==> config.mk <==
export PLATFORM = sky130hd
export DESIGN_NAME = supply_voltage_mode_controller
export DESIGN_NICKNAME = d
export VERILOG_FILES = /design/src/hdl/svmc_pkg.sv /design/src/hdl/svmc_csr.sv /design/src/hdl/svmc_core.sv /design/src/hdl/svmc_digits.sv /design/src/hdl/supply_voltage_mode_controller.sv
export SDC_FILE = /design/constraint.sdc
export NUM_CORES = 1
export LEC_CHECK = 0
export BUFFER_PORTS_ARGS = -buffer_cell sky130_fd_sc_hd__buf_4
export CORE_MARGIN = 2
export CORE_UTILIZATION = 61
export DETAILED_ROUTE_END_ITERATION = 8
export GPL_ROUTABILITY_DRIVEN = 0
export PLACE_DENSITY = 0.79
export REMOVE_ABC_BUFFERS = 1
export SYNTH_ARGS = -nofsm -noshare
export SYNTH_HDL_FRONTEND = slang
export SYNTH_SLANG_ARGS = --single-unit
==> constraint.sdc <==
create_clock -name clock -period 7.8 [get_ports clock]
set_clock_uncertainty 0.2 [all_clocks]
set_input_delay 0.78 -clock clock [delete_from_list [all_inputs] [get_ports clock]]
set_output_delay 0.78 -clock clock [all_outputs]
set_load 0.03 [all_outputs]
==> src/hdl/svmc_pkg.sv <==
`default_nettype none
// ---------------------------------------------------------------------------
// svmc_pkg
// Shared types and constants of the supply voltage mode controller.
// ---------------------------------------------------------------------------
package svmc_pkg;

   // field widths
   localparam int VOLT_W   = 14;
   localparam int HYST_W   = 10;
   localparam int CYCLE_W  = 11;
   localparam int DCOUNT_W = 4;
   localparam int DIGIT_W  = 4;
   localparam int SLEEP_W  = 4;
   localparam int CSR_IDX_W = 2;

   // operating modes
   typedef enum logic [1:0] {
      MODE_STARTUP = 2'd0,
      MODE_LOW     = 2'd1,
      MODE_MID     = 2'd2,
      MODE_HIGH    = 2'd3
   } mode_type;

   // register indexes of the configuration port
   localparam logic [CSR_IDX_W-1:0] CSR_MID_THRESHOLD   = 2'd0;
   localparam logic [CSR_IDX_W-1:0] CSR_HIGH_THRESHOLD  = 2'd1;
   localparam logic [CSR_IDX_W-1:0] CSR_HALF_HYSTERESIS = 2'd2;

   // register reset values
   localparam logic [VOLT_W-1:0] MID_THRESHOLD_RST   = 14'd3000;
   localparam logic [VOLT_W-1:0] HIGH_THRESHOLD_RST  = 14'd3600;
   localparam logic [HYST_W-1:0] HALF_HYSTERESIS_RST = 10'd50;

   // watchdog sleep codes
   localparam logic [SLEEP_W-1:0] SLEEP_NONE = 4'd0;
   localparam logic [SLEEP_W-1:0] SLEEP_HIGH = 4'd1;
   localparam logic [SLEEP_W-1:0] SLEEP_MID  = 4'd5;
   localparam logic [SLEEP_W-1:0] SLEEP_LOW  = 4'd8;

   // cadence constants
   localparam logic [CYCLE_W-1:0]  LOW_SAMPLE_PERIOD  = 11'd1200;
   localparam logic [CYCLE_W-1:0]  HIGH_SAMPLE_PERIOD = 11'd15;
   localparam logic [CYCLE_W-1:0]  LOW_STEP           = 11'd8;
   localparam logic [CYCLE_W-1:0]  CYCLE_MAX          = 11'd2047;
   localparam logic [DCOUNT_W-1:0] DISPLAY_PERIOD     = 4'd8;
   localparam logic [VOLT_W-1:0]   VCC_MAX            = 14'd9999;
   localparam logic [DIGIT_W-1:0]  BLANK_DIGIT        = 4'd10;

   // reciprocal multipliers for splitting a reading below 10000 into digits
   localparam int PROD_W     = 29;
   localparam int RECIP_10   = 6554;
   localparam int SHIFT_10   = 16;
   localparam int RECIP_100  = 10486;
   localparam int SHIFT_100  = 20;
   localparam int RECIP_1000 = 16778;
   localparam int SHIFT_1000 = 24;

   // configuration register set
   typedef struct packed {
      logic [VOLT_W-1:0] mid_threshold;
      logic [VOLT_W-1:0] high_threshold;
      logic [HYST_W-1:0] half_hysteresis;
   } cfg_type;

   // result of the mode stage, ahead of digit splitting
   typedef struct packed {
      mode_type           mode_now;
      logic               sample_taken;
      logic               led_blink;
      logic               display_write;
      logic               decimal_point;
      logic               middle_dot;
      logic [SLEEP_W-1:0] sleep_code;
      logic [VOLT_W-1:0]  volt;
   } core_result_type;

endpackage : svmc_pkg
`default_nettype wire

==> src/hdl/svmc_csr.sv <==
`default_nettype none
// ---------------------------------------------------------------------------
// svmc_csr
// Threshold and hysteresis registers behind the configuration write port.
// ---------------------------------------------------------------------------
module svmc_csr (
   input  wire logic                             clock,
   input  wire logic                             reset,
   input  wire logic                             csr_valid,
   output logic                                  csr_ready,
   input  wire logic [svmc_pkg::CSR_IDX_W-1:0]   csr_index,
   input  wire logic [svmc_pkg::VOLT_W-1:0]      csr_data,
   output svmc_pkg::cfg_type                     cfg
);
   import svmc_pkg::*;

   cfg_type cfg_ff, cfg_in;
   logic    write_en;

   assign csr_ready = 1'b1;
   assign write_en  = csr_valid;

   // register write decode, unknown indexes ignored
   always_comb begin
      cfg_in = cfg_ff;
      if (write_en) begin
         case (csr_index)
            CSR_MID_THRESHOLD:   cfg_in.mid_threshold   = csr_data;
            CSR_HIGH_THRESHOLD:  cfg_in.high_threshold  = csr_data;
            CSR_HALF_HYSTERESIS: cfg_in.half_hysteresis = csr_data[HYST_W-1:0];
            default:             cfg_in = cfg_ff;
         endcase
      end
   end

   always_ff @(posedge clock) begin
      if (reset) begin
         cfg_ff.mid_threshold   <= MID_THRESHOLD_RST;
         cfg_ff.high_threshold  <= HIGH_THRESHOLD_RST;
         cfg_ff.half_hysteresis <= HALF_HYSTERESIS_RST;
      end else begin
         cfg_ff <= cfg_in;
      end
   end

   assign cfg = cfg_ff;

endmodule : svmc_csr
`default_nettype wire

==> src/hdl/svmc_core.sv <==
`default_nettype none
// ---------------------------------------------------------------------------
// svmc_core
// Input register, mode state and per-tick decision logic.
// ---------------------------------------------------------------------------
module svmc_core (
   input  wire logic                         clock,
   input  wire logic                         reset,
   input  svmc_pkg::cfg_type                 cfg,
   input  wire logic                         req_valid,
   output logic                              req_ready,
   input  wire logic [svmc_pkg::VOLT_W-1:0]  req_vcc_sample,
   output logic                              res_valid,
   input  wire logic                         res_ready,
   output svmc_pkg::core_result_type         res
);
   import svmc_pkg::*;

   // input register
   logic              in_valid_ff;
   logic [VOLT_W-1:0] in_vcc_ff;
   logic              advance;

   // mode state
   mode_type            mode_ff, mode_in;
   logic [VOLT_W-1:0]   vnow_ff, vnow_in;
   logic [VOLT_W-1:0]   vbefore_ff, vbefore_in;
   logic [CYCLE_W-1:0]  mcycle_ff, mcycle_in;
   logic [DCOUNT_W-1:0] dcount_ff, dcount_in;
   logic                dot_ff, dot_in;

   // result register
   logic            res_valid_ff;
   core_result_type res_ff, res_in;

   // shared sampling terms
   logic [VOLT_W-1:0]  sat_vcc;
   logic               take;
   logic [VOLT_W-1:0]  vn, vb;
   logic [CYCLE_W-1:0] mc0;
   logic [CYCLE_W:0]   mc_low_sum, mc_high_sum;
   logic [CYCLE_W-1:0] mc_low_next, mc_high_next;
   logic               below_mid, below_high;
   logic               mid_up, mid_down, high_up, high_down;
   logic               display_due;

   // handshake
   assign advance   = in_valid_ff && (!res_valid_ff || res_ready);
   assign req_ready = !in_valid_ff || advance;

   always_ff @(posedge clock) begin
      if (reset) begin
         in_valid_ff <= 1'b0;
      end else if (req_ready) begin
         in_valid_ff <= req_valid;
      end
   end

   always_ff @(posedge clock) begin
      if (req_valid && req_ready) begin
         in_vcc_ff <= req_vcc_sample;
      end
   end

   // sample selection and threshold compares
   always_comb begin
      sat_vcc = (in_vcc_ff > VCC_MAX) ? VCC_MAX : in_vcc_ff;
      case (mode_ff)
         MODE_LOW:  take = (mcycle_ff >= LOW_SAMPLE_PERIOD);
         MODE_HIGH: take = (mcycle_ff >= HIGH_SAMPLE_PERIOD);
         default:   take = 1'b1;
      endcase
      vn  = take ? sat_vcc : vnow_ff;
      vb  = take ? vnow_ff : vbefore_ff;
      mc0 = take ? '0 : mcycle_ff;

      mc_low_sum   = {1'b0, mc0} + {1'b0, LOW_STEP};
      mc_high_sum  = {1'b0, mc0} + (CYCLE_W+1)'(1);
      mc_low_next  = mc_low_sum[CYCLE_W] ? CYCLE_MAX : mc_low_sum[CYCLE_W-1:0];
      mc_high_next = mc_high_sum[CYCLE_W] ? CYCLE_MAX : mc_high_sum[CYCLE_W-1:0];

      below_mid  = vn < cfg.mid_threshold;
      below_high = vn < cfg.high_threshold;
      // threshold minus hysteresis moved to the other side to stay unsigned
      mid_up    = {1'b0, vn} > ({1'b0, cfg.mid_threshold} + (VOLT_W+1)'(cfg.half_hysteresis));
      mid_down  = ({1'b0, vn} + (VOLT_W+1)'(cfg.half_hysteresis)) < {1'b0, cfg.mid_threshold};
      high_up   = {1'b0, vn} > ({1'b0, cfg.high_threshold} + (VOLT_W+1)'(cfg.half_hysteresis));
      high_down = ({1'b0, vn} + (VOLT_W+1)'(cfg.half_hysteresis)) < {1'b0, cfg.high_threshold};

      display_due = (dcount_ff == DISPLAY_PERIOD);
   end

   // next state
   always_comb begin
      mode_in    = mode_ff;
      vnow_in    = vn;
      vbefore_in = vb;
      mcycle_in  = mc0;
      dcount_in  = dcount_ff;
      dot_in     = dot_ff;
      case (mode_ff)
         MODE_STARTUP: begin
            if (below_mid)       mode_in = MODE_LOW;
            else if (below_high) mode_in = MODE_MID;
            else                 mode_in = MODE_HIGH;
         end
         MODE_LOW: begin
            if (mid_up) begin
               mode_in = MODE_MID;
            end else begin
               mcycle_in = mc_low_next;
            end
         end
         MODE_MID: begin
            if (mid_down) begin
               mode_in   = MODE_LOW;
               mcycle_in = CYCLE_W'(1);
            end else if (high_up) begin
               mode_in   = MODE_HIGH;
               mcycle_in = CYCLE_W'(1);
            end else begin
               dot_in = !dot_ff;
            end
         end
         MODE_HIGH: begin
            if (high_down) begin
               mode_in   = MODE_MID;
               mcycle_in = CYCLE_W'(1);
            end else begin
               // display count restarts at one after a refresh
               if (display_due) begin
                  dot_in    = !dot_ff;
                  dcount_in = DCOUNT_W'(1);
               end else begin
                  dcount_in = dcount_ff + DCOUNT_W'(1);
               end
               mcycle_in = mc_high_next;
            end
         end
         default: mode_in = mode_ff;
      endcase
   end

   // result fields
   always_comb begin
      res_in               = '0;
      res_in.mode_now      = mode_in;
      res_in.sample_taken  = take;
      res_in.volt          = vn;
      case (mode_ff)
         MODE_STARTUP: res_in.sleep_code = SLEEP_NONE;
         MODE_LOW: begin
            if (!mid_up) begin
               res_in.led_blink  = (vn <= vb);
               res_in.sleep_code = SLEEP_LOW;
            end
         end
         MODE_MID: begin
            if (!mid_down && !high_up) begin
               res_in.display_write = 1'b1;
               res_in.decimal_point = 1'b1;
               res_in.middle_dot    = !dot_ff;
               res_in.sleep_code    = SLEEP_MID;
            end
         end
         MODE_HIGH: begin
            if (!high_down) begin
               res_in.sleep_code = SLEEP_HIGH;
               if (display_due) begin
                  res_in.display_write = 1'b1;
                  res_in.decimal_point = dot_ff;
                  res_in.middle_dot    = !dot_ff;
               end
            end
         end
         default: res_in.sleep_code = SLEEP_NONE;
      endcase
   end

   // state registers, updated once per item
   always_ff @(posedge clock) begin
      if (reset) begin
         mode_ff    <= MODE_STARTUP;
         vnow_ff    <= '0;
         vbefore_ff <= '0;
         mcycle_ff  <= '0;
         dcount_ff  <= '0;
         dot_ff     <= 1'b0;
      end else if (advance) begin
         mode_ff    <= mode_in;
         vnow_ff    <= vnow_in;
         vbefore_ff <= vbefore_in;
         mcycle_ff  <= mcycle_in;
         dcount_ff  <= dcount_in;
         dot_ff     <= dot_in;
      end
   end

   // result register
   always_ff @(posedge clock) begin
      if (reset) begin
         res_valid_ff <= 1'b0;
      end else if (advance) begin
         res_valid_ff <= 1'b1;
      end else if (res_ready) begin
         res_valid_ff <= 1'b0;
      end
   end

   always_ff @(posedge clock) begin
      if (advance) begin
         res_ff <= res_in;
      end
   end

   assign res_valid = res_valid_ff;
   assign res       = res_ff;

`ifndef SYNTHESIS
   // stored reading is always saturated
   a_vnow_range: assert property (@(posedge clock) disable iff (reset)
      vnow_ff <= VCC_MAX)
      else $error("stored voltage above saturation limit");

   // startup mode is left after the first item and never re-entered
   a_no_restart: assert property (@(posedge clock) disable iff (reset)
      mode_ff != MODE_STARTUP |=> mode_ff != MODE_STARTUP)
      else $error("mode returned to startup");

   // a display refresh only happens while staying in mid or high mode
   a_display_sleep: assert property (@(posedge clock) disable iff (reset)
      res_valid_ff && res_ff.display_write |->
         (res_ff.sleep_code == SLEEP_MID || res_ff.sleep_code == SLEEP_HIGH))
      else $error("display write with wrong sleep code");
`endif

endmodule : svmc_core
`default_nettype wire

==> src/hdl/svmc_digits.sv <==
`default_nettype none
// ---------------------------------------------------------------------------
// svmc_digits
// Splits the shown reading into four blanked digits and holds the result.
// ---------------------------------------------------------------------------
module svmc_digits (
   input  wire logic                           clock,
   input  wire logic                           reset,
   input  wire logic                           res_valid,
   output logic                                res_ready,
   input  svmc_pkg::core_result_type           res,
   output logic                                rsp_valid,
   input  wire logic                           rsp_ready,
   output logic [1:0]                          rsp_mode_now,
   output logic                                rsp_sample_taken,
   output logic                                rsp_led_blink,
   output logic                                rsp_display_write,
   output logic [svmc_pkg::DIGIT_W-1:0]        rsp_digit_thousands,
   output logic [svmc_pkg::DIGIT_W-1:0]        rsp_digit_hundreds,
   output logic [svmc_pkg::DIGIT_W-1:0]        rsp_digit_tens,
   output logic [svmc_pkg::DIGIT_W-1:0]        rsp_digit_ones,
   output logic                                rsp_decimal_point,
   output logic                                rsp_middle_dot,
   output logic [svmc_pkg::SLEEP_W-1:0]        rsp_sleep_code
);
   import svmc_pkg::*;

   logic [PROD_W-1:0] p10, p100, p1000;
   logic [9:0]        q10;
   logic [6:0]        q100;
   logic [3:0]        q1000;
   logic [DIGIT_W-1:0] d_th, d_hu, d_te, d_on;

   logic               rsp_valid_ff;
   logic [1:0]         mode_ff;
   logic               sample_ff, led_ff, write_ff, point_ff, dot_ff;
   logic [SLEEP_W-1:0] sleep_ff;
   logic [DIGIT_W-1:0] th_ff, hu_ff, te_ff, on_ff;
   logic               load;

   assign res_ready = !rsp_valid_ff || rsp_ready;
   assign load      = res_valid && res_ready;

   // quotients by reciprocal multiply, exact for readings below 10000
   always_comb begin
      p10   = PROD_W'(res.volt) * PROD_W'(RECIP_10);
      p100  = PROD_W'(res.volt) * PROD_W'(RECIP_100);
      p1000 = PROD_W'(res.volt) * PROD_W'(RECIP_1000);
      q10   = p10[SHIFT_10 +: 10];
      q100  = p100[SHIFT_100 +: 7];
      q1000 = p1000[SHIFT_1000 +: 4];
   end

   // digit remainders with leading-zero blanking, all zero without a write
   always_comb begin
      d_th = '0;
      d_hu = '0;
      d_te = '0;
      d_on = '0;
      if (res.display_write) begin
         d_on = DIGIT_W'(res.volt - VOLT_W'({q10, 3'b000}) - VOLT_W'({q10, 1'b0}));
         d_te = (q10 == '0) ? BLANK_DIGIT :
                DIGIT_W'(q10 - 10'({q100, 3'b000}) - 10'({q100, 1'b0}));
         d_hu = (q100 == '0) ? BLANK_DIGIT :
                DIGIT_W'(q100 - 7'({q1000, 3'b000}) - 7'({q1000, 1'b0}));
         d_th = (q1000 == '0) ? BLANK_DIGIT : q1000;
      end
   end

   // output register
   always_ff @(posedge clock) begin
      if (reset) begin
         rsp_valid_ff <= 1'b0;
      end else if (res_ready) begin
         rsp_valid_ff <= res_valid;
      end
   end

   always_ff @(posedge clock) begin
      if (load) begin
         mode_ff   <= res.mode_now;
         sample_ff <= res.sample_taken;
         led_ff    <= res.led_blink;
         write_ff  <= res.display_write;
         point_ff  <= res.decimal_point;
         dot_ff    <= res.middle_dot;
         sleep_ff  <= res.sleep_code;
         th_ff     <= d_th;
         hu_ff     <= d_hu;
         te_ff     <= d_te;
         on_ff     <= d_on;
      end
   end

   assign rsp_valid           = rsp_valid_ff;
   assign rsp_mode_now        = mode_ff;
   assign rsp_sample_taken    = sample_ff;
   assign rsp_led_blink       = led_ff;
   assign rsp_display_write   = write_ff;
   assign rsp_digit_thousands = th_ff;
   assign rsp_digit_hundreds  = hu_ff;
   assign rsp_digit_tens      = te_ff;
   assign rsp_digit_ones      = on_ff;
   assign rsp_decimal_point   = point_ff;
   assign rsp_middle_dot      = dot_ff;
   assign rsp_sleep_code      = sleep_ff;

`ifndef SYNTHESIS
   // quiet display fields on items that do not refresh
   a_quiet_display: assert property (@(posedge clock) disable iff (reset)
      rsp_valid_ff && !write_ff |->
         (th_ff == '0 && hu_ff == '0 && te_ff == '0 && on_ff == '0
          && !point_ff && !dot_ff))
      else $error("display fields set without a display write");

   // ones digit is always a real decimal digit
   a_ones_digit: assert property (@(posedge clock) disable iff (reset)
      rsp_valid_ff |-> on_ff <= DIGIT_W'(9))
      else $error("ones digit out of range");
`endif

endmodule : svmc_digits
`default_nettype wire

==> src/hdl/supply_voltage_mode_controller.sv <==
`default_nettype none
// Pipeline: an accepted item passes the input register, the mode stage register
//   and the digit stage output register, in that order.
// Throughput: one item per cycle while rsp_ready holds; the mode state is updated once per accepted item.
// Reset: synchronous, active high; clears all valids, sets startup mode,
//   zero voltages and counters, and the threshold registers to their defaults.
// ---------------------------------------------------------------------------
// supply_voltage_mode_controller
// Supply voltage mode controller: mode selection with hysteresis, sampling
// cadence, LED pulse requests and four-digit display refresh per tick.
// ---------------------------------------------------------------------------
module supply_voltage_mode_controller (
   input  wire logic                             clock,
   input  wire logic                             reset,
   input  wire logic                             csr_valid,
   output logic                                  csr_ready,
   input  wire logic [svmc_pkg::CSR_IDX_W-1:0]   csr_index,
   input  wire logic [svmc_pkg::VOLT_W-1:0]      csr_data,
   input  wire logic                             req_valid,
   output logic                                  req_ready,
   input  wire logic [svmc_pkg::VOLT_W-1:0]      req_vcc_sample,
   output logic                                  rsp_valid,
   input  wire logic                             rsp_ready,
   output logic [1:0]                            rsp_mode_now,
   output logic                                  rsp_sample_taken,
   output logic                                  rsp_led_blink,
   output logic                                  rsp_display_write,
   output logic [svmc_pkg::DIGIT_W-1:0]          rsp_digit_thousands,
   output logic [svmc_pkg::DIGIT_W-1:0]          rsp_digit_hundreds,
   output logic [svmc_pkg::DIGIT_W-1:0]          rsp_digit_tens,
   output logic [svmc_pkg::DIGIT_W-1:0]          rsp_digit_ones,
   output logic                                  rsp_decimal_point,
   output logic                                  rsp_middle_dot,
   output logic [svmc_pkg::SLEEP_W-1:0]          rsp_sleep_code
);
   import svmc_pkg::*;

   cfg_type         cfg;
   logic            res_valid;
   logic            res_ready;
   core_result_type res;

   // configuration registers
   svmc_csr u_csr (
      .clock     (clock),
      .reset     (reset),
      .csr_valid (csr_valid),
      .csr_ready (csr_ready),
      .csr_index (csr_index),
      .csr_data  (csr_data),
      .cfg       (cfg)
   );

   // mode state and tick decisions
   svmc_core u_core (
      .clock          (clock),
      .reset          (reset),
      .cfg            (cfg),
      .req_valid      (req_valid),
      .req_ready      (req_ready),
      .req_vcc_sample (req_vcc_sample),
      .res_valid      (res_valid),
      .res_ready      (res_ready),
      .res            (res)
   );

   // digit split and output register
   svmc_digits u_digits (
      .clock               (clock),
      .reset               (reset),
      .res_valid           (res_valid),
      .res_ready           (res_ready),
      .res                 (res),
      .rsp_valid           (rsp_valid),
      .rsp_ready           (rsp_ready),
      .rsp_mode_now        (rsp_mode_now),
      .rsp_sample_taken    (rsp_sample_taken),
      .rsp_led_blink       (rsp_led_blink),
      .rsp_display_write   (rsp_display_write),
      .rsp_digit_thousands (rsp_digit_thousands),
      .rsp_digit_hundreds  (rsp_digit_hundreds),
      .rsp_digit_tens      (rsp_digit_tens),
      .rsp_digit_ones      (rsp_digit_ones),
      .rsp_decimal_point   (rsp_decimal_point),
      .rsp_middle_dot      (rsp_middle_dot),
      .rsp_sleep_code      (rsp_sleep_code)
   );

endmodule : supply_voltage_mode_controller
`default_nettype wire
== Yosys cells after proc, flatten, opt, wreduce, memory -nomap -nowiden ==
Index checks and enable logic that the tools add are counted.

* Bitwise gates (word level): 3
* Order comparisons: 10
* Muxes and demuxes: 36
* $mul: 3
* $add $sub $neg: 12
* Equality and inequality tests: 10
* Reductions and logical operators: 29

{| class="wikitable"
|+ Operators with widths
! cell !! number
|-
| 11-bit 2-to-1 mux || 7
|-
| 14-bit by 10-bit adder with 15-bit output || 3
|-
| 14-bit 2-to-1 mux || 3
|-
| 11-bit one-hot mux with 3 select lines || 1
|-
| 14-bit by 15-bit > comparator with 1-bit output || 2
|-
| 15-bit by 14-bit < comparator with 1-bit output || 2
|-
| 14-bit < comparator || 2
|-
| 14-bit by 14-bit multiplier with 27-bit output (second input constant) || 1
|-
| 14-bit by 13-bit multiplier with 26-bit output (second input constant) || 1
|-
| 14-bit by 12-bit multiplier with 25-bit output (second input constant) || 1
|-
| 4-bit subtractor || 6
|-
| 4-bit 2-to-1 mux || 5
|-
| 4-bit one-hot mux with 4 select lines || 1
|-
| 14-bit > comparator (second input constant) || 1
|-
| 14-bit <= comparator || 1
|-
| 7-bit 2-to-1 mux || 2
|-
| 11-bit by 1-bit adder with 12-bit output (second input constant) || 1
|-
| 11-bit by 4-bit adder with 12-bit output (second input constant) || 1
|-
| 11-bit >= comparator (second input constant) || 1
|-
| 11-bit by 4-bit >= comparator with 1-bit output (second input constant) || 1
|-
| 10-bit logical NOT || 1
|-
| 2-bit 2-to-1 mux || 5
|-
| 2-bit one-hot mux with 4 select lines || 1
|-
| 2-bit OR reduction || 4
|-
| 21 further kinds || 49
|}

* Register bits after elaboration: 153
* Bits of input ports: 35
* Output and inout bits: 30
* Word-level logic and storage cells: 138

== Logic depth before layout (Yosys ltp) ==
* Word-level depth: 9
* Depth in mapped cells: 26
* Gate-level depth less buffers: 25

== Modules after synthesis ==
A second synthesis with hierarchy kept.

* Cells, all modules: 1,997
* Area, all modules: 18,411.4 um^2

{| class="wikitable"
|+ By module, submodules not included
! module !! instances !! cells an instance !! area each (um^2) !! sequential area each (um^2)
|-
| svmc_digits || 1 || 994 || 9,524.1 || 830.8
|-
| svmc_core || 1 || 851 || 7,332.0 || 2,102.0
|-
| svmc_csr || 1 || 152 || 1,555.2 || 760.7
|}

== Least setup slack after synthesis ==
OpenSTA, ideal clock, no wires.

* Path kind: flip-flop to flip-flop
* Start point: reg u_core.mcycle_ff[5]
* End point: reg u_core.dot_ff
* Buffers on the path: 2
* Library setup time: 123 ps
* Clock period less this slack: 6,217 ps
* Stages on the path, launching flop included: 27
* Data required time: 7,477 ps
* Arrival: 5,894 ps
* Path slack: 1,583 ps
* Cell sequence: dfxtp_1 a21o_1 a211o_1 a311oi_4 clkbuf_1 clkbuf_1 nand2_1 nand2_1 ha_1 a21o_1 a21o_1 a21o_1 nand3_1 a21boi_0 o31a_1 o21a_1 nor2_1 ha_1 and4_1 and4_1 a221o_1 a31oi_1 o21ai_0 a211oi_1 or4_4 a21oi_2 mux2_1

{| class="wikitable"
|+ RTL lines
! element !! line !! source
|-
| start, declared || svmc_core.sv:28 || <nowiki>logic [CYCLE_W-1:0] mcycle_ff, mcycle_in;</nowiki>
|-
| start signal, assigned || svmc_core.sv:193 || <nowiki>mcycle_ff <= mcycle_in;</nowiki>
|-
| end signal, assigned || svmc_core.sv:195 || <nowiki>dot_ff <= dot_in;</nowiki>
|-
| end, declared || svmc_core.sv:30 || <nowiki>logic dot_ff, dot_in;</nowiki>
|}

==> metrics.md <==
| Metric | Value |
|---|---|
| TritonCTS clock tree | yes |
| DRC viols | 0 |
| Most frequent cells in the layout | ha_1, inv_1, nand2_1 |
| P_int | 3090 uW |
| Routed vias/inst | 5.98 |
| Async SR Flop Fraction | 0% |
| Initial antenna violation count | 0 |
| Distinct cells, synth | 76 |
| Highest attainable clock frequency | 144 MHz |
| Combinational power share | 68.3% |
| DR iter-0 viols | 1054 |
| Pre-Repair DR Iteration Count | 7 |
| Largest net degree at the start of global routing | 88 |
| Overflow after GRT | 0 |
| CP max stage delay | 0.71 ns |
| # rows | 62 |
| Final worst slack | 0.843 ns |
| Core footprint | 28800 um^2 |
| Buffers added on ports | 62 |
| RSZ-0062 raised after global routing | no |
| Worst path slowest cell | a211oi_1 |
| Vias in the first global route | 14300 |
| Syn Area/Cell | 9.25 um^2 |
| Multi-input gate area | 12900 um^2 |
| Status | finished, final reports clean |
| Reg2reg end | u_core.dot_ff |
| Fillers | 2254 |
| Num CTS Buffers | 17 |
| Chip height | 175 um |
| Cell family with most CP delay | compound AO/OA/AOI/OAI gates |
| Post-Synthesis Cells | 1931 |
| Worst reg2reg path depth | 25 |
| Crit Reg-Reg Startpoint | u_core.mcycle_ff[5] |
| Initial Utilization | 62.1% |
| Routed vias | 14300 |
| Clock Power Share | 15.0% |
| PD cells | 297 nW/um^2 |
| DRT Wirelength | 43400 um |
| Register bit total from synthesis | 151 |
| Req. time, crit path | 7.93 ns |
| Sw frac | 46.4% |
| CP Max Fanout | 45 |
| DP Cell Count | 2355 |
| Crit path to | u_core.dot_ff |
| Clk slew on worst S/H paths | 0.07 ns |
| WL/cell | 18.2 um |
| Type of the worst setup path | reg2reg |
| Seq. cell area | 3660 um^2 |
| Post_cts resized | 0 |
| Nets | 2532 |
| CP arrival | 7.09 ns |
| Die area | 30700 um^2 |
| Critical path origin | u_core.mcycle_ff[5] |
| CP Launch Type | flop |
| Layout area overhead | 8.56% |
| Slew margin rel. | 24.8% |
| Worst Hold Class | reg2reg |
| Crit-path most repeated cell | a21o_1 |
| Setup tns final | 0 ns |
| Max Slew Vio Count | 0 |
| Min Clock Period, post-route | 6.96 ns |
| Flop-to-flop setup slack | 0.84 ns |
| Commonest non-fill, non-tap cell in the layout | ha_1 |
| Cts hold-fix bufs | 0 |
| Max-cap violations | 0 |
| Reg power frac | 16.7% |
| CP Capture Type | flop |
| Post-DRT Antenna Nets | 0 |
| Final setup fails | 0 |
| Mapped Area | 17900 um^2 |
| Clock Tree Buf Depth | 2 |
| Leak | 0.00956 uW |
| Share of cells above drive strength 1 | 6.14% |
| Tcrit/Tclk final | 89.2% |
| Clk sinks | 151 |
| Worst-Skew Late Latency | 0.45 ns |
| Tot GR Track Use | 29.1% |
| Synth warn | 0 |
| NetSw | 2670 uW |
| CP Depth | 25 |
| Die W | 175 um |
| Dpl hpwl | 35200 um |
| Maximum VDD drop | 0.270 mV |
| H-tree depth | 4 |
| Total setup buffers inserted after CTS | 0 |
| Crit path buffers/inverters | 1 |
| Number of synthesized flops with an enable pin | 64 |
| Sequential-to-total area share from yosys stat | 20.5% |
| IO Pins | 65 |
| Root buf cell | clkbuf_16 |
| Pre-CTS setup slack | 0.994 ns |
| Number of inserted diodes | 0 |
| First-pass GRT wire length | 71000 um |
| Fin. Hold Viols | 0 |
| Cell Count, Final, Fillers Out | 2387 |
| Slew @ Worst Pin | 1.13 ns |
| Dominant synthesized flop cell | dfxtp_1 |
layout make-up:
cell class	count	share of cell area, %
multi-input cells	1433	66.5
repair buffers	74	2.86
flip-flops and latches	151	18.9
clock inverters	15	1.01
well taps	384	2.48
clock buffers	17	2.19
inverters	313	6.06
cells in the mapped netlist, types with 3 or more instances:
cell       count  area (um^2)
a2111oi_0      4         35.0
a211o_1       18          158
a211oi_1      24          180
a21boi_0       9         67.6
a21o_1        51          383
a21oi_1      121          606
a221o_1        3         30.0
a221oi_1       3         26.3
a311oi_1       5         43.8
a31oi_1       13         81.3
and2_1        17          106
and3_1         9         56.3
and4_1         6         52.6
and4b_1        3         30.0
clkbuf_1      30          113
dfxtp_1       87         1740
edfxtp_1      64         1920
fa_1         136         2720
ha_1         371         4640
inv_1        311         1170
mux2i_1       23          230
nand2_1      172          646
nand2b_1      10         62.6
nand3_1       39          195
nand3b_1       8         60.1
nand4_1       21          131
nand4b_1       3         26.3
nor2_1       102          383
nor2b_1       19          119
nor3_1        24          120
nor3b_1        4         30.0
nor4_1         3         18.8
nor4b_1        3         26.3
o2111ai_1      6         52.6
o211a_1        3         30.0
o211ai_1      12         90.1
o21a_1        11         82.6
o21ai_0       55          275
o21bai_1       5         37.5
o311ai_0       3         26.3
o31ai_1        7         52.6
or3_1          3         18.8
xnor2_1       44          385
xor2_1        21          184
metal layers:
metal | part of all wire (%) | up-vias | GRT usage (%)
met2 | 48 | 502 | 49.6
met3 | 5.7 | 143 | 3.98
met5 | 0 | - | 0
met4 | 5.0 | 0 | 14.1
li1 | - | 6813 | -
met1 | 42 | 6823 | 36.2
metrics by stage:
stage               hold WS (ns)  utilization (%)  power [uW]  cell area, um^2
detailed placement         0.207             65.3        4860            18800
CTS                        0.215             67.4        5770            19400
finish                     0.220             67.4        5760            19400
global placement           0.204             65.3        4660            18800
global route               0.219             67.4        6350            19400
floorplan                  0.200                -        3930            17700
cells by family after synthesis:
family | after synthesis | synth area share, %
fa+ha+maj | 507 | 41.2
simple gates | 455 | 12.1
compound gates | 377 | 14.0
buf+inv | 347 | 7.33
flops | 151 | 20.5
xor+xnor | 67 | 3.44
mux | 25 | 1.41
other cells | 2 | 0.0420
how the worst min path moves through the flow:
stage,startpoint,to,depth (start not counted)
CTS,u_core.res[23],u_digits.rsp_mode_now[0],0
global route,u_core.res[17],u_digits.rsp_sleep_code[3],0
floorplan,u_core.res[19],u_digits.rsp_decimal_point,0
global placement,u_core.res[17],u_digits.rsp_sleep_code[3],0
detailed placement,u_core.res[23],u_digits.rsp_mode_now[0],0
finish,u_core.res[23],u_digits.rsp_mode_now[0],0
sequential cells by signal, indices dropped and copies added (netlist names), 2 cells and up:
| signal | flops |
|---|---|
| u_core.in_vcc_ff | 14 |
| u_core.vbefore_ff | 14 |
| u_digits.rsp_sleep_code | 3 |
| u_digits.rsp_digit_ones | 4 |
| u_core.dcount_ff | 4 |
| u_core.res | 24 |
| u_digits.rsp_digit_thousands | 4 |
| u_digits.rsp_mode_now | 2 |
| u_digits.rsp_digit_tens | 4 |
| u_core.mcycle_ff | 11 |
| u_digits.rsp_digit_hundreds | 4 |
| u_csr.cfg | 38 |
| u_core.mode_ff | 2 |
| u_core.vnow_ff | 14 |
power by group through the flow:
| stage | combinational [uW] | sequential, uW | clock, uW |
|---|---|---|---|
| 2_1_floorplan | 2930 | 1000 | 0 |
| 3_3_place_gp | 3680 | 977 | 0 |
| 3_5_place_dp | 3880 | 979 | 0 |
| 4_1_cts | 3930 | 961 | 875 |
| 5_1_grt | 4480 | 968 | 901 |
| 6_report | 3930 | 962 | 866 |
worst reg2reg max path, stage by stage (launching register included):
cell and delay (ns):
dfxtp_1 0.37, a21o_1 0.20, a211o_1 0.34, a311oi_4 0.33
buf_4 0.52, nand2_1 0.13, nand2_1 0.33, ha_1 0.32
a21o_1 0.18, a21o_1 0.20, a21o_1 0.19, nand3_1 0.07
a21boi_0 0.12, o31a_1 0.28, o21a_1 0.20, nor2_1 0.19
ha_1 0.29, and4_1 0.23, and4_1 0.22, a221o_1 0.29
a31oi_1 0.14, o21ai_0 0.15, a211oi_1 0.71, or4_4 0.29
a21oi_2 0.06, mux2_1 0.31
Note: power is estimated with default switching activity, not from simulation.
